## config.mk

```make
export PLATFORM = sky130hd
export DESIGN_NAME = hcv_queue
export DESIGN_NICKNAME = d
export VERILOG_FILES = /design/src/design/hcv_pkg.sv /design/src/design/hcv_queue.sv
export SDC_FILE = /design/constraint.sdc
export NUM_CORES = 1
export LEC_CHECK = 0
export BUFFER_PORTS_ARGS = -buffer_cell sky130_fd_sc_hd__buf_2
export CAP_MARGIN = 20
export CORE_AREA = 2 2 39 41
export CTS_CLUSTER_DIAMETER = 150
export CTS_CLUSTER_SIZE = 28
export DETAILED_ROUTE_END_ITERATION = 12
export DIE_AREA = 0 0 41 43
export PLACE_DENSITY_LB_ADDON = 0.3
export SYNTH_ARGS = -nofsm -noshare
export SYNTH_HDL_FRONTEND = slang
export SYNTH_SLANG_ARGS = --single-unit
```

## constraint.sdc

```tcl
create_clock -name clk_i -period 2.4 [get_ports clk_i]
set_input_delay 0.12 -clock clk_i [delete_from_list [all_inputs] [get_ports clk_i]]
set_output_delay 0.12 -clock clk_i [all_outputs]
set_load 0.005 [all_outputs]
```

## src/design/hcv_pkg.sv

```systemverilog
package hcv_pkg;

  localparam int RESPONSE_BYTES = 32;

  localparam logic OP_CHALLENGE = 1'b0;
  localparam logic OP_RESPONSE  = 1'b1;

  localparam logic [2:0] CFG_KEY_WORD_0 = 3'd0;
  localparam logic [2:0] CFG_KEY_WORD_1 = 3'd1;
  localparam logic [2:0] CFG_KEY_WORD_2 = 3'd2;
  localparam logic [2:0] CFG_KEY_WORD_3 = 3'd3;

  localparam logic [7:0] IPAD = 8'h36;
  localparam logic [7:0] OPAD = 8'h5c;
  localparam logic [7:0] PAD_START = 8'h80;

  localparam logic [255:0] SHA_IV = {
    32'h6a09e667, 32'hbb67ae85, 32'h3c6ef372, 32'ha54ff53a,
    32'h510e527f, 32'h9b05688c, 32'h1f83d9ab, 32'h5be0cd19
  };

  typedef enum logic [1:0] {
    VERDICT_ACCEPTED  = 2'd0,
    VERDICT_REPLAY    = 2'd1,
    VERDICT_MAC_FAIL  = 2'd2,
    VERDICT_MALFORMED = 2'd3
  } verdict_e;

  typedef enum logic {
    JOB_VERIFY    = 1'b0,
    JOB_MALFORMED = 1'b1
  } job_e;

  typedef enum logic [2:0] {
    ST_IDLE,
    ST_CHECK,
    ST_LOAD,
    ST_ROUND,
    ST_ADD,
    ST_MAC,
    ST_EMIT
  } back_state_e;

  // back end requests to the byte buffers in the front end
  typedef struct packed {
    logic rotate_chal;
    logic release_lock;
  } buf_ctrl_t;

  function automatic logic [31:0] rotr32(input logic [31:0] x, input int n);
    rotr32 = (x >> n) | (x << (32 - n));
  endfunction

  function automatic logic [31:0] bsig0(input logic [31:0] x);
    bsig0 = rotr32(x, 2) ^ rotr32(x, 13) ^ rotr32(x, 22);
  endfunction

  function automatic logic [31:0] bsig1(input logic [31:0] x);
    bsig1 = rotr32(x, 6) ^ rotr32(x, 11) ^ rotr32(x, 25);
  endfunction

  function automatic logic [31:0] ssig0(input logic [31:0] x);
    ssig0 = rotr32(x, 7) ^ rotr32(x, 18) ^ (x >> 3);
  endfunction

  function automatic logic [31:0] ssig1(input logic [31:0] x);
    ssig1 = rotr32(x, 17) ^ rotr32(x, 19) ^ (x >> 10);
  endfunction

  function automatic logic [31:0] sha_k(input logic [5:0] t);
    case (t)
      6'd0:  sha_k = 32'h428a2f98;  6'd1:  sha_k = 32'h71374491;
      6'd2:  sha_k = 32'hb5c0fbcf;  6'd3:  sha_k = 32'he9b5dba5;
      6'd4:  sha_k = 32'h3956c25b;  6'd5:  sha_k = 32'h59f111f1;
      6'd6:  sha_k = 32'h923f82a4;  6'd7:  sha_k = 32'hab1c5ed5;
      6'd8:  sha_k = 32'hd807aa98;  6'd9:  sha_k = 32'h12835b01;
      6'd10: sha_k = 32'h243185be;  6'd11: sha_k = 32'h550c7dc3;
      6'd12: sha_k = 32'h72be5d74;  6'd13: sha_k = 32'h80deb1fe;
      6'd14: sha_k = 32'h9bdc06a7;  6'd15: sha_k = 32'hc19bf174;
      6'd16: sha_k = 32'he49b69c1;  6'd17: sha_k = 32'hefbe4786;
      6'd18: sha_k = 32'h0fc19dc6;  6'd19: sha_k = 32'h240ca1cc;
      6'd20: sha_k = 32'h2de92c6f;  6'd21: sha_k = 32'h4a7484aa;
      6'd22: sha_k = 32'h5cb0a9dc;  6'd23: sha_k = 32'h76f988da;
      6'd24: sha_k = 32'h983e5152;  6'd25: sha_k = 32'ha831c66d;
      6'd26: sha_k = 32'hb00327c8;  6'd27: sha_k = 32'hbf597fc7;
      6'd28: sha_k = 32'hc6e00bf3;  6'd29: sha_k = 32'hd5a79147;
      6'd30: sha_k = 32'h06ca6351;  6'd31: sha_k = 32'h14292967;
      6'd32: sha_k = 32'h27b70a85;  6'd33: sha_k = 32'h2e1b2138;
      6'd34: sha_k = 32'h4d2c6dfc;  6'd35: sha_k = 32'h53380d13;
      6'd36: sha_k = 32'h650a7354;  6'd37: sha_k = 32'h766a0abb;
      6'd38: sha_k = 32'h81c2c92e;  6'd39: sha_k = 32'h92722c85;
      6'd40: sha_k = 32'ha2bfe8a1;  6'd41: sha_k = 32'ha81a664b;
      6'd42: sha_k = 32'hc24b8b70;  6'd43: sha_k = 32'hc76c51a3;
      6'd44: sha_k = 32'hd192e819;  6'd45: sha_k = 32'hd6990624;
      6'd46: sha_k = 32'hf40e3585;  6'd47: sha_k = 32'h106aa070;
      6'd48: sha_k = 32'h19a4c116;  6'd49: sha_k = 32'h1e376c08;
      6'd50: sha_k = 32'h2748774c;  6'd51: sha_k = 32'h34b0bcb5;
      6'd52: sha_k = 32'h391c0cb3;  6'd53: sha_k = 32'h4ed8aa4a;
      6'd54: sha_k = 32'h5b9cca4f;  6'd55: sha_k = 32'h682e6ff3;
      6'd56: sha_k = 32'h748f82ee;  6'd57: sha_k = 32'h78a5636f;
      6'd58: sha_k = 32'h84c87814;  6'd59: sha_k = 32'h8cc70208;
      6'd60: sha_k = 32'h90befffa;  6'd61: sha_k = 32'ha4506ceb;
      6'd62: sha_k = 32'hbef9a3f7;  6'd63: sha_k = 32'hc67178f2;
      default: sha_k = 32'h0;
    endcase
  endfunction

endpackage

```

## src/design/hcv_queue.sv

```systemverilog
module hcv_queue import hcv_pkg::*; (
  input  logic clk_i,
  input  logic rst_ni,
  input  logic push_i,
  input  job_e push_kind_i,
  output logic full_o,
  input  logic pop_i,
  output logic valid_o,
  output job_e kind_o
);

  job_e       mem_q [2];
  logic       wr_q, wr_d;
  logic       rd_q, rd_d;
  logic [1:0] cnt_q, cnt_d;

  assign full_o  = (cnt_q == 2'd2);
  assign valid_o = (cnt_q != 2'd0);
  assign kind_o  = mem_q[rd_q];

  always_comb begin
    wr_d  = wr_q;
    rd_d  = rd_q;
    cnt_d = cnt_q;
    if (push_i) begin
      wr_d = ~wr_q;
    end
    if (pop_i) begin
      rd_d = ~rd_q;
    end
    if (push_i && !pop_i) begin
      cnt_d = cnt_q + 2'd1;
    end else if (pop_i && !push_i) begin
      cnt_d = cnt_q - 2'd1;
    end
  end

  always_ff @(posedge clk_i or negedge rst_ni) begin
    if (!rst_ni) begin
      wr_q  <= 1'b0;
      rd_q  <= 1'b0;
      cnt_q <= 2'd0;
    end else begin
      wr_q  <= wr_d;
      rd_q  <= rd_d;
      cnt_q <= cnt_d;
    end
  end

  always_ff @(posedge clk_i) begin
    if (push_i) begin
      mem_q[wr_q] <= push_kind_i;
    end
  end

endmodule

```

==> impl_results.html <==
<table>
<tr><th>Metric</th><th>Value</th></tr>
<tr><th colspan="2">STA</th></tr>
<tr><td>Fin Clk Skew</td><td>0.01105 ns</td></tr>
<tr><td>Hold Fails Final Rpt</td><td>0</td></tr>
<tr><td>Number of max-slew violations in the final report</td><td>0</td></tr>
<tr><td>Post-route clock period utilization</td><td>0.5047</td></tr>
<tr><td>Worst slew margin</td><td>0.8970</td></tr>
<tr><td>Unrepaired setup endpoints after global routing</td><td>no</td></tr>
<tr><td>Post-Route Setup TNS</td><td>0 ns</td></tr>
<tr><td>Highest achievable clock rate</td><td>825.5 MHz</td></tr>
<tr><td>Total setup violations reported at the end of the flow</td><td>0</td></tr>
<tr><td>Actual transition at the worst max-transition pin</td><td>0.1545 ns</td></tr>
<tr><td>Min Tclk post-route</td><td>1.211 ns</td></tr>
<tr><th colspan="2">Route</th></tr>
<tr><td>Uppermost metal layer occupied by signal nets</td><td>met3</td></tr>
<tr><td>Detailed Route WL</td><td>510 um</td></tr>
<tr><td>WL per Instance</td><td>10.85 um</td></tr>
<tr><td>Routed length on met3</td><td>70 um</td></tr>
<tr><td>Via Count</td><td>171</td></tr>
<tr><td>Number of detailed-route iterations in the first pass</td><td>2</td></tr>
<tr><td>Routed wire length on met2</td><td>224 um</td></tr>
<tr><td>Total DRC errors in the routed layout</td><td>0</td></tr>
<tr><td>Vias per std cell</td><td>3.638</td></tr>
<tr><td>Number of DRC markers after the initial detailed-route iteration</td><td>4</td></tr>
<tr><td>Routed met1 length</td><td>215 um</td></tr>
<tr><td>Post-route antenna net violation count</td><td>0</td></tr>
<tr><th colspan="2">Logic synthesis</th></tr>
<tr><td>Number of instances in the synthesized netlist</td><td>19</td></tr>
<tr><td>Ranking of synthesized cells by area</td><td>dfrtp_1 (38%), edfxtp_1 (23%), xor2_1 (13%), ha_1 (4.8%), mux2_1 (4.3%)</td></tr>
<tr><td>Count of unique library cells instantiated by Yosys</td><td>12</td></tr>
<tr><td>Number of synthesized register bits</td><td>6</td></tr>
<tr><td>Area share of fa/ha/maj cells after synthesis</td><td>0.04762</td></tr>
<tr><td>Area of the mapped netlist</td><td>262.8 sq um</td></tr>
<tr><td>Share of cell area taken by muxes after synthesis</td><td>0.04286</td></tr>
<tr><td>Cell type with the highest aggregate area in the netlist</td><td>dfrtp_1</td></tr>
<tr><td>Simple-gate share of the synthesized area</td><td>0.1190</td></tr>
<tr><td>Main combinational cell family by area after synthesis</td><td>XOR/XNOR gates</td></tr>
<tr><td>Compound-cell area share of the yosys netlist</td><td>0</td></tr>
<tr><td>Number of nets in the synthesized netlist</td><td>25</td></tr>
<tr><td>Sequential-to-total area share from yosys stat</td><td>0.6095</td></tr>
<tr><td>Synthesized area per cell</td><td>13.83 sq um</td></tr>
<tr><td>Share of the synthesized area in the top cell type</td><td>0.3810</td></tr>
<tr><td>YS warnings</td><td>0</td></tr>
<tr><td>Share of the synthesized netlist area taken by xor and xnor gates</td><td>0.1667</td></tr>
<tr><th colspan="2">Floorplanning</th></tr>
<tr><td>Std-Cell Core Area</td><td>1384 sq um</td></tr>
<tr><td>Ports</td><td>8</td></tr>
<tr><td>Full die area</td><td>1763 sq um</td></tr>
<tr><td>Vert. Die Dim</td><td>43 um</td></tr>
<tr><td>Cell Rows</td><td>14</td></tr>
<tr><td>Starting density of the core</td><td>0.1899</td></tr>
<tr><td>Width of the die</td><td>41 um</td></tr>
<tr><th colspan="2">Power</th></tr>
<tr><td>Cell area power density</td><td>1112 nW/um^2</td></tr>
<tr><td>Switching power of the nets</td><td>116.3 uW</td></tr>
<tr><td>Maximum resistive drop on vdd</td><td>0.4076 mV</td></tr>
<tr><td>Internal power consumption</td><td>277.4 uW</td></tr>
<tr><td>Sequential fraction of design power</td><td>0.470</td></tr>
<tr><td>Part of the power in the clock network</td><td>0.269</td></tr>
<tr><td>Switching Share</td><td>0.2954</td></tr>
<tr><td>Part of the power in combinational logic</td><td>0.261</td></tr>
<tr><td>Leakage power figure</td><td>0.0001635 uW</td></tr>
<tr><th colspan="2">Clocking</th></tr>
<tr><td>Count of cells resized by post-cts repair</td><td>0</td></tr>
<tr><td>TritonCTS clock tree</td><td>built</td></tr>
<tr><td>Number of sinks handled by clock tree synthesis</td><td>6</td></tr>
<tr><td>CTS root buf</td><td>clkbuf_4</td></tr>
<tr><td>H-Tree Level Count</td><td>1</td></tr>
<tr><td>Worst-path clk slew</td><td>0.06 ns</td></tr>
<tr><td>Skew-Pair Late Insertion Delay</td><td>0.25 ns</td></tr>
<tr><td>Number of CTS-inserted buffers</td><td>3</td></tr>
<tr><td>Buffers from clock root to sink, at most</td><td>2</td></tr>
<tr><th colspan="2">Worst setup path</th></tr>
<tr><td>Depth of the worst register-to-register path</td><td>3</td></tr>
<tr><td>Arrival time at the worst endpoint</td><td>1.09 ns</td></tr>
<tr><td>Element type at the critical path end</td><td>output pin</td></tr>
<tr><td>Critical path start-end classification</td><td>flop to output pin</td></tr>
<tr><td>Kind of launch point of the worst setup path</td><td>flop</td></tr>
<tr><td>Highest net fanout along the worst path</td><td>2</td></tr>
<tr><td>Required time at the worst-slack endpoint</td><td>2.28 ns</td></tr>
<tr><th colspan="2">Final layout</th></tr>
<tr><td>Area Overhead vs Synth</td><td>34.76%</td></tr>
<tr><td>N_diodes</td><td>0</td></tr>
<tr><td>Finished Layout Cells</td><td>47</td></tr>
<tr><td>Final #Nets</td><td>38</td></tr>
<tr><td>Count of filler cells inserted in the layout</td><td>148</td></tr>
<tr><td>Share of cells above drive strength 1</td><td>0.3548</td></tr>
<tr><th colspan="2">GRT</th></tr>
<tr><td>Aggregate global routing overflow</td><td>0</td></tr>
<tr><td>First-pass GRT wire length</td><td>876 um</td></tr>
<tr><td>Vias in the first global route</td><td>187</td></tr>
<tr><td>Number of antenna violations at the first check in global routing</td><td>0</td></tr>
<tr><td>Overall global routing resource usage</td><td>0.08990</td></tr>
<tr><td>Maximum number of pins on one net before global-route repair</td><td>5</td></tr>
<tr><th colspan="2">Placed design</th></tr>
<tr><td>Placer's final routability congestion estimate</td><td>0.5135</td></tr>
<tr><td>Port buffer count</td><td>7</td></tr>
<tr><td>Total placed cells including tap cells</td><td>42</td></tr>
<tr><td>Estimated wirelength of the detail-placed design</td><td>358.9 um</td></tr>
<tr><th colspan="2">Status</th></tr>
<tr><td>Status</td><td>complete, no violations</td></tr>
<tr><th colspan="2">Flow run</th></tr>
<tr><td>Max_cap viols</td><td>0</td></tr>
<tr><th colspan="2">Min path</th></tr>
<tr><td>WHS Path Cells</td><td>2</td></tr>
<tr><td>Worst Hold Class</td><td>input port to flop</td></tr>
</table>
## area by class of cell
cell class              count  area [sq um]  area share
flip-flops and latches      6         160.2      0.4523
repair buffers              8         45.04      0.1272
inverters                   1         3.754     0.01060
multi-input cells          12         98.84      0.2792
clock buffers               4         26.28     0.07420
well taps                  16         20.02     0.05654
## power groups by stage
| stage | sequential, uW | clock, uW | combinational (uW) |
|---|---|---|---|
| after floorplan | 177 | 0 | 69.8 |
| after global placement | 181 | 0 | 101 |
| final | 185 | 106 | 103 |
| after detailed placement | 188 | 0 | 102 |
| after global routing | 193 | 123 | 120 |
| after CTS | 186 | 112 | 105 |
## metal layers
| metal | GRT usage | vias to the layer above |
|---|---|---|
| met5 | 0 | - |
| met4 | 0.06000 | 0 |
| met3 | 0.09424 | 0 |
| met2 | 0.1094 | 12 |
| met1 | 0.08852 | 75 |
| li1 | - | 84 |
## final timing paths
path | start | endpoint | slack, ns
max | rd_q | kind_o | 1.19
min | pop_i | rd_q | 0.06
max reg2reg | cnt_q[0] | cnt_q[1] | 1.48
min reg2reg | wr_q | wr_q | 0.48
max in group asynchronous | rst_ni | cnt_q[0] | 2.06
min in group asynchronous | rst_ni | rd_q | 0.20
## cell usage in the layout (no fill, tap or decap)
cell	n
clkbuf_1	1
nor2_1	1
and2_1	1
dfrtp_1	4
clkbuf_4	3
inv_1	1
edfxtp_1	2
ha_1	1
dlygate4sd3_1	1
mux2_1	1
buf_2	7
and2b_2	1
nor2b_1	1
xor2_1	4
xnor2_1	1
or2_1	1
## synth_stat cells
library cell and instances:
xor2_1 4, nor2b_1 1, inv_1 1, and2b_2 1, edfxtp_1 2, nor2_1 1, xnor2_1 1, mux2_1 1
dfrtp_1 4, or2_1 1, and2_1 1, ha_1 1
## what timing repair did
action	CTS	global route
setup buffers	0	0
hold buffers	1	0
endpoints found under the hold margin	4	0
## registers in the layout, indices dropped and copies added, names as in the netlist
signal,cells
rd_q,1
mem_q,2
cnt_q,2
wr_q,1
## critical path, cell delays in order (launching register included)
cell	delay, ns
dfrtp_1	0.40
mux2_1	0.31
buf_2	0.13
## kinds of logic after synthesis
family,count (synthesis)
XOR/XNOR,5
buffers and inverters,1
multiplexers,1
AND/OR/NAND/NOR,5
flip-flops,6
adder cells (fa/ha/maj),1
## through the flow
step	utilization	power (uW)	hold WS, ns	worst slack, ns	instance area, sq um
6_report	0.2559	393.6	0.06056	1.189	354.1
5_1_grt	0.2559	435.3	0.05080	1.124	354.1
4_1_cts	0.2559	403.1	0.05358	1.167	354.1
3_5_place_dp	0.2297	289.3	-0.06541	1.454	317.8
3_3_place_gp	0.2297	281.5	-0.07211	1.477	317.8
2_1_floorplan	-	246.8	-0.1756	1.535	262.8
Power figures use the tool's default switching activity.
