===== src/design/hcv_pkg.sv =====
package hcv_pkg;

  localparam int RESPONSE_BYTES = 32;

  localparam logic OP_CHALLENGE = 1'b0;
  localparam logic OP_RESPONSE  = 1'b1;

  localparam logic [2:0] CFG_KEY_WORD_0 = 3'd0;
  localparam logic [2:0] CFG_KEY_WORD_1 = 3'd1;
  localparam logic [2:0] CFG_KEY_WORD_2 = 3'd2;
  localparam logic [2:0] CFG_KEY_WORD_3 = 3'd3;

  localparam logic [7:0] IPAD = 8'h36;
  localparam logic [7:0] OPAD = 8'h5c;
  localparam logic [7:0] PAD_START = 8'h80;

  localparam logic [255:0] SHA_IV = {
    32'h6a09e667, 32'hbb67ae85, 32'h3c6ef372, 32'ha54ff53a,
    32'h510e527f, 32'h9b05688c, 32'h1f83d9ab, 32'h5be0cd19
  };

  typedef enum logic [1:0] {
    VERDICT_ACCEPTED  = 2'd0,
    VERDICT_REPLAY    = 2'd1,
    VERDICT_MAC_FAIL  = 2'd2,
    VERDICT_MALFORMED = 2'd3
  } verdict_e;

  typedef enum logic {
    JOB_VERIFY    = 1'b0,
    JOB_MALFORMED = 1'b1
  } job_e;

  typedef enum logic [2:0] {
    ST_IDLE,
    ST_CHECK,
    ST_LOAD,
    ST_ROUND,
    ST_ADD,
    ST_MAC,
    ST_EMIT
  } back_state_e;

  // back end requests to the byte buffers in the front end
  typedef struct packed {
    logic rotate_chal;
    logic release_lock;
  } buf_ctrl_t;

  function automatic logic [31:0] rotr32(input logic [31:0] x, input int n);
    rotr32 = (x >> n) | (x << (32 - n));
  endfunction

  function automatic logic [31:0] bsig0(input logic [31:0] x);
    bsig0 = rotr32(x, 2) ^ rotr32(x, 13) ^ rotr32(x, 22);
  endfunction

  function automatic logic [31:0] bsig1(input logic [31:0] x);
    bsig1 = rotr32(x, 6) ^ rotr32(x, 11) ^ rotr32(x, 25);
  endfunction

  function automatic logic [31:0] ssig0(input logic [31:0] x);
    ssig0 = rotr32(x, 7) ^ rotr32(x, 18) ^ (x >> 3);
  endfunction

  function automatic logic [31:0] ssig1(input logic [31:0] x);
    ssig1 = rotr32(x, 17) ^ rotr32(x, 19) ^ (x >> 10);
  endfunction

  function automatic logic [31:0] sha_k(input logic [5:0] t);
    case (t)
      6'd0:  sha_k = 32'h428a2f98;  6'd1:  sha_k = 32'h71374491;
      6'd2:  sha_k = 32'hb5c0fbcf;  6'd3:  sha_k = 32'he9b5dba5;
      6'd4:  sha_k = 32'h3956c25b;  6'd5:  sha_k = 32'h59f111f1;
      6'd6:  sha_k = 32'h923f82a4;  6'd7:  sha_k = 32'hab1c5ed5;
      6'd8:  sha_k = 32'hd807aa98;  6'd9:  sha_k = 32'h12835b01;
      6'd10: sha_k = 32'h243185be;  6'd11: sha_k = 32'h550c7dc3;
      6'd12: sha_k = 32'h72be5d74;  6'd13: sha_k = 32'h80deb1fe;
      6'd14: sha_k = 32'h9bdc06a7;  6'd15: sha_k = 32'hc19bf174;
      6'd16: sha_k = 32'he49b69c1;  6'd17: sha_k = 32'hefbe4786;
      6'd18: sha_k = 32'h0fc19dc6;  6'd19: sha_k = 32'h240ca1cc;
      6'd20: sha_k = 32'h2de92c6f;  6'd21: sha_k = 32'h4a7484aa;
      6'd22: sha_k = 32'h5cb0a9dc;  6'd23: sha_k = 32'h76f988da;
      6'd24: sha_k = 32'h983e5152;  6'd25: sha_k = 32'ha831c66d;
      6'd26: sha_k = 32'hb00327c8;  6'd27: sha_k = 32'hbf597fc7;
      6'd28: sha_k = 32'hc6e00bf3;  6'd29: sha_k = 32'hd5a79147;
      6'd30: sha_k = 32'h06ca6351;  6'd31: sha_k = 32'h14292967;
      6'd32: sha_k = 32'h27b70a85;  6'd33: sha_k = 32'h2e1b2138;
      6'd34: sha_k = 32'h4d2c6dfc;  6'd35: sha_k = 32'h53380d13;
      6'd36: sha_k = 32'h650a7354;  6'd37: sha_k = 32'h766a0abb;
      6'd38: sha_k = 32'h81c2c92e;  6'd39: sha_k = 32'h92722c85;
      6'd40: sha_k = 32'ha2bfe8a1;  6'd41: sha_k = 32'ha81a664b;
      6'd42: sha_k = 32'hc24b8b70;  6'd43: sha_k = 32'hc76c51a3;
      6'd44: sha_k = 32'hd192e819;  6'd45: sha_k = 32'hd6990624;
      6'd46: sha_k = 32'hf40e3585;  6'd47: sha_k = 32'h106aa070;
      6'd48: sha_k = 32'h19a4c116;  6'd49: sha_k = 32'h1e376c08;
      6'd50: sha_k = 32'h2748774c;  6'd51: sha_k = 32'h34b0bcb5;
      6'd52: sha_k = 32'h391c0cb3;  6'd53: sha_k = 32'h4ed8aa4a;
      6'd54: sha_k = 32'h5b9cca4f;  6'd55: sha_k = 32'h682e6ff3;
      6'd56: sha_k = 32'h748f82ee;  6'd57: sha_k = 32'h78a5636f;
      6'd58: sha_k = 32'h84c87814;  6'd59: sha_k = 32'h8cc70208;
      6'd60: sha_k = 32'h90befffa;  6'd61: sha_k = 32'ha4506ceb;
      6'd62: sha_k = 32'hbef9a3f7;  6'd63: sha_k = 32'hc67178f2;
      default: sha_k = 32'h0;
    endcase
  endfunction

endpackage


===== src/design/hcv_if.sv =====
interface hcv_in_if;
  logic       valid;
  logic       ready;
  logic       operation;
  logic [7:0] data_byte;
  logic       last_byte;

  modport source(output valid, output operation, output data_byte, output last_byte,
                 input ready);
  modport sink(input valid, input operation, input data_byte, input last_byte,
               output ready);
endinterface



===== src/design/hcv_front.sv =====
module hcv_front import hcv_pkg::*; #(
  parameter int CHALLENGE_BYTES = 32
) (
  input  logic                         clk_i,
  input  logic                         rst_ni,
  hcv_in_if.sink                       in_i,
  output logic                         push_o,
  output job_e                         push_kind_o,
  input  logic                         full_i,
  input  buf_ctrl_t                    ctrl_i,
  output logic [CHALLENGE_BYTES*8-1:0] chal_o,
  output logic [RESPONSE_BYTES*8-1:0]  resp_o
);

  localparam int CW = CHALLENGE_BYTES * 8;
  localparam int FW = $clog2(CHALLENGE_BYTES + 1);
  localparam int RFW = $clog2(RESPONSE_BYTES + 1);

  logic [FW-1:0]  chal_fill_q, chal_fill_d;
  logic [RFW-1:0] resp_fill_q, resp_fill_d;
  logic           lock_q, lock_d;
  logic [CW-1:0]  chal_q, chal_d;
  logic [RESPONSE_BYTES*8-1:0] resp_q, resp_d;
  logic [CW+7:0]  chal_shift, chal_rot;
  logic           accept;

  assign in_i.ready = !lock_q && !full_i;
  assign accept     = in_i.valid && in_i.ready;
  assign chal_shift = {chal_q, in_i.data_byte};
  assign chal_rot   = {chal_q, chal_q[CW-1 -: 8]};
  assign chal_o     = chal_q;
  assign resp_o     = resp_q;

  always_comb begin
    chal_fill_d = chal_fill_q;
    resp_fill_d = resp_fill_q;
    lock_d      = lock_q;
    chal_d      = chal_q;
    resp_d      = resp_q;
    push_o      = 1'b0;
    push_kind_o = JOB_VERIFY;
    if (ctrl_i.rotate_chal) begin
      chal_d = chal_rot[CW-1:0];
    end
    if (ctrl_i.release_lock) begin
      lock_d = 1'b0;
    end
    if (accept) begin
      if (in_i.operation == OP_CHALLENGE) begin
        if (in_i.last_byte || resp_fill_q != '0 || chal_fill_q == FW'(CHALLENGE_BYTES)) begin
          push_o      = 1'b1;
          push_kind_o = JOB_MALFORMED;
        end else begin
          chal_d      = chal_shift[CW-1:0];
          chal_fill_d = chal_fill_q + 1'b1;
        end
      end else begin
        if (chal_fill_q != FW'(CHALLENGE_BYTES)
            || resp_fill_q == RFW'(RESPONSE_BYTES)) begin
          push_o      = 1'b1;
          push_kind_o = JOB_MALFORMED;
        end else begin
          resp_d      = {resp_q[RESPONSE_BYTES*8-9:0], in_i.data_byte};
          resp_fill_d = resp_fill_q + 1'b1;
          if (in_i.last_byte) begin
            push_o = 1'b1;
            if (resp_fill_q != RFW'(RESPONSE_BYTES - 1)) begin
              push_kind_o = JOB_MALFORMED;
            end else begin
              // buffers stay frozen until the back end is done with them
              lock_d = 1'b1;
            end
          end
        end
      end
      if (push_o) begin
        chal_fill_d = '0;
        resp_fill_d = '0;
      end
    end
  end

  always_ff @(posedge clk_i or negedge rst_ni) begin
    if (!rst_ni) begin
      chal_fill_q <= '0;
      resp_fill_q <= '0;
      lock_q      <= 1'b0;
    end else begin
      chal_fill_q <= chal_fill_d;
      resp_fill_q <= resp_fill_d;
      lock_q      <= lock_d;
    end
  end

  always_ff @(posedge clk_i) begin
    chal_q <= chal_d;
    resp_q <= resp_d;
  end

endmodule


===== src/flat_wrapper.sv =====
// flat-port wrapper written by rule: the top's interface ports become plain ports
module hcv_front_flat import hcv_pkg::*;
#(
  parameter int CHALLENGE_BYTES = 32
)
  (clk_i, rst_ni, push_o, push_kind_o, full_i, ctrl_i, chal_o, resp_o, in_i_valid, in_i_operation, in_i_data_byte, in_i_last_byte, in_i_ready);
  hcv_in_if in_i_i ();
  input  logic clk_i;
  input  logic rst_ni;
  output logic push_o;
  output job_e push_kind_o;
  input  logic full_i;
  input  buf_ctrl_t ctrl_i;
  output logic [CHALLENGE_BYTES*8-1:0] chal_o;
  output logic [RESPONSE_BYTES*8-1:0] resp_o;
  input wire logic [$bits(in_i_i.valid)-1:0] in_i_valid;
  input wire logic [$bits(in_i_i.operation)-1:0] in_i_operation;
  input wire logic [$bits(in_i_i.data_byte)-1:0] in_i_data_byte;
  input wire logic [$bits(in_i_i.last_byte)-1:0] in_i_last_byte;
  output wire logic [$bits(in_i_i.ready)-1:0] in_i_ready;
  assign in_i_i.valid = in_i_valid;
  assign in_i_i.operation = in_i_operation;
  assign in_i_i.data_byte = in_i_data_byte;
  assign in_i_i.last_byte = in_i_last_byte;
  assign in_i_ready = in_i_i.ready;
  hcv_front #(.CHALLENGE_BYTES(CHALLENGE_BYTES)) u_core (.clk_i(clk_i), .rst_ni(rst_ni), .in_i(in_i_i), .push_o(push_o), .push_kind_o(push_kind_o), .full_i(full_i), .ctrl_i(ctrl_i), .chal_o(chal_o), .resp_o(resp_o));
endmodule

===== config.mk =====
export PLATFORM = sky130hd
export DESIGN_NAME = hcv_front_flat
export DESIGN_NICKNAME = d
export VERILOG_FILES = /design/src/design/hcv_pkg.sv /design/src/design/hcv_if.sv /design/src/design/hcv_front.sv /design/src/flat_wrapper.sv
export SDC_FILE = /design/constraint.sdc
export NUM_CORES = 1
export LEC_CHECK = 0
export BUFFER_PORTS_ARGS = -buffer_cell sky130_fd_sc_hd__buf_4
export CELL_PAD_IN_SITES_DETAIL_PLACEMENT = 0
export CELL_PAD_IN_SITES_GLOBAL_PLACEMENT = 1
export CORE_AREA = 2 2 209 211
export CTS_BUF_LIST = sky130_fd_sc_hd__clkbuf_16
export DETAILED_ROUTE_END_ITERATION = 10
export DIE_AREA = 0 0 211 213
export PLACE_DENSITY = 0.77
export SYNTH_ARGS = -nofsm -noshare
export SYNTH_HDL_FRONTEND = slang
export SYNTH_SLANG_ARGS = --single-unit

===== constraint.sdc =====
create_clock -name clk_i -period 60.5 [get_ports clk_i]
set_clock_uncertainty 0.1 [all_clocks]
set_input_delay 3.025 -clock clk_i [delete_from_list [all_inputs] [get_ports clk_i]]
set_output_delay 3.025 -clock clk_i [all_outputs]
set_load 0.005 [all_outputs]

==> results.py <==
metrics = {
    "place": {
        "hpwl_mm": 33.61,
        "dp_cells": 1959,
        "port_buffers": 530,
        "place_area_um2": 21340,
        "place_ws_ps": 53030,
        "gp_congestion": 0.8181,
    },
    "power_and_ir_drop": {
        "ir_drop_mv": 0.02487,
        "total_power_mw": 0.8735,
        "pwr-share-seq_pct": 49.5,
        "internal_power_mw": 0.6695,
        "p_clk_share_pct": 39.5,
        "power_density_nw_per_um2": 37.64,
        "p_sw_mw": 0.2039,
        "power.share.combinational_pct": 11.0,
        "switching_share_pct": 23.35,
        "p_leak_nw": 9.983,
    },
    "sta": {
        "finalHoldViolCount": 0,
        "setup_tns_ps": 0,
        "final_max_slew_viol_count": 0,
        "slew_headroom_pct": 35.27,
        "setup_viol": 0,
        "worstMarginPinSlew_ps": 971.0,
        "worst_slack_ps": 52950,
        "rsz0062_at_grt": "false",
        "finalCritPeriodShare_pct": 12.48,
        "min_period_ps": 7552,
        "max_freq_ghz": 0.1324,
    },
    "critical_path": {
        "cpMostUsedCell": "buf_4",
        "critical_path_class": "in2out",
        "startpoint_type": "primary input",
        "cp_data_required_time_ps": 57380,
        "reg2reg_slack_ps": 55730,
        "worstPathArrival_ps": 4430,
        "path_cells": "buf_4, nand4bb_1, a211oi_1, nor2_1, buf_4",
        "crit_slowest_cell": "a211oi_1",
        "cp_max_fo": 7,
        "cpPeakStageDelay_ps": 760,
        "setup.worst_path.end_class": "output port",
    },
    "clocking": {
        "path_clk_slew_ps": 60,
        "cts_buffers": 54,
        "cts_tree": "yes",
        "post_cts_buffers": 0,
        "cts_resized": 0,
        "ctsRootBufferMaster": "clkbuf_16",
        "clk_latency_ps": 600,
        "cts_sinks": 525,
        "htreeDepth": 2,
        "cts_buffer_depth": 3,
        "ctsHoldBuffers": 0,
    },
    "detailed_routing": {
        "drt_iter0_markers": 546,
        "drtAntennaViolNets": 0,
        "vias": 9773,
        "totalWireLength_mm": 45.51,
        "drt_pass1_iterations": 4,
        "via_per_inst": 4.742,
        "wire_per_inst_um": 22.08,
        "drc": 0,
    },
    "synthesis": {
        "ys_warn_count": 0,
        "synthFlopType": "edfxtp_1",
        "syn-cell-area_um2": 16910,
        "syn_inst": 905,
        "syn-num-nets": 925,
        "ys_seq_area_share_pct": 77.67,
        "netlist-cell-type-count": 40,
        "yosys-top-cells-count": "256 x dfxtp_1, 256 x edfxtp_1, 202 x mux2_1",
        "synth_top_area_share_pct": 45.45,
        "ys_ff_latch": 525,
        "synth_area_leaders": "edfxtp_1 45%, dfxtp_1 30%, mux2_1 13%",
        "synth-edff-count": 256,
        "syn-mean-instance-area_um2": 18.69,
        "async_flop_share_pct": 2.476,
        "synth_area_leader_cell": "edfxtp_1",
    },
    "floorplan": {
        "ios": 531,
        "initial_utilization_pct": 39.61,
        "dieArea_um2": 44940,
        "fp.coreArea_um2": 42700,
        "placementRows": 76,
        "die_w_um": 211,
        "fp.dieH_um": 213,
    },
    "global_route": {
        "grt_pass1_wl_mm": 64.09,
        "grt.overflow.total": 0,
        "track_usage_pct": 19.35,
        "antenna_found_initial": 0,
        "grt_pass1_vias": 9743,
        "grt_max_degree": 74,
    },
    "cells_and_area": {
        "diodes": 0,
        "syn2layout_area_growth_pct": 37.19,
        "final_cells": 2061,
        "layout.nets": 1489,
        "fin_area_um2": 23200,
        "drive_gt1_share_pct": 44.16,
    },
    "outcome": {
        "outcome": "complete, no violations",
    },
    "run": {
        "cap_violations": 0,
    },
    "hold_path": {
        "worstHoldPathType": "reg2reg",
    },
}
==> registers in the layout (all words and copies together), names as in the netlist <==
signal,count
u_core.lock_q,1
u_core.resp_o,256
u_core.resp_fill_q,6
u_core.chal_o,256
u_core.chal_fill_q,6
==> cell type report <==
type	instances	area, µm²
fill	3504	19490
sequential	525	13140
timing repair buffer	539	4046
multi-input combinational	341	3445
clock buffer	56	1401
tap	546	683.2
clock inverter	46	460.4
inverter	8	30.03
==> layer usage <==
metal  GRT usage [%]  vias to the layer above  wire [µm]
li1                -                     4511          -
met1           20.76                     4751      16430
met2           33.70                      442      22590
met3           9.045                       69       5411
met4           6.289                        0       1073
met5               0                        -          0
==> worst max-delay path, delay by kind of cell <==
kind | cells | cell delay [ps]
compound gates | 1 | 760
simple gates | 2 | 340
buf+inv | 2 | 300
==> final timing paths <==
| check | startpoint | end | cells past startpoint |
|---|---|---|---|
| min in group asynchronous | rst_ni | u_core.lock_q | 1 |
| max in group asynchronous | rst_ni | u_core.chal_fill_q[5] | 1 |
| max | in_i_last_byte | push_o | 5 |
| min reg2reg | u_core.resp_o[90] | u_core.resp_o[98] | 0 |
| min | u_core.resp_o[90] | u_core.resp_o[98] | 0 |
| max reg2reg | u_core.chal_fill_q[0] | u_core.resp_o[200] | 8 |
==> power groups by stage <==
stage / sequential [mW] / combinational [mW] / clock (mW)
3_3_place_gp: 0.439 / 0.0977 / 0
2_1_floorplan: 0.434 / 0.0306 / 0
6_report: 0.433 / 0.0963 / 0.345
4_1_cts: 0.433 / 0.0990 / 0.353
5_1_grt: 0.438 / 0.103 / 0.365
3_5_place_dp: 0.441 / 0.0983 / 0
==> cell usage in the layout (no fill, tap or decap), types with 8 or more instances in the layout <==
cell	n
buf_4	539
dfxtp_1	256
edfxtp_1	256
mux2_1	202
clkbuf_16	56
mux2_2	46
inv_1	18
clkinv_1	14
nor2_1	13
dfrtp_1	13
a21oi_1	9
bufinv_16	9
mux2i_1	8
o21ai_0	8
==> cell families after synthesis <==
logic type | Yosys count | share of synthesized area [%]
buffers and inverters | 39 | 2.034
adder cells (fa/ha/maj) | 4 | 0.2959
AO/OA/AOI/OAI | 38 | 1.613
XOR/XNOR | 1 | 0.05179
multiplexers | 256 | 16.98
flip-flops | 525 | 77.67
AND/OR/NAND/NOR | 42 | 1.346
==> stage by stage <==
stage          hold WS (ps)  utilization [%]
6_report              345.3            54.35
3_5_place_dp          332.6            49.99
3_3_place_gp          332.4            49.99
4_1_cts               346.9            54.35
5_1_grt               360.2            54.35
2_1_floorplan         352.1                -
No activity file was read; power rests on OpenSTA's default activity.
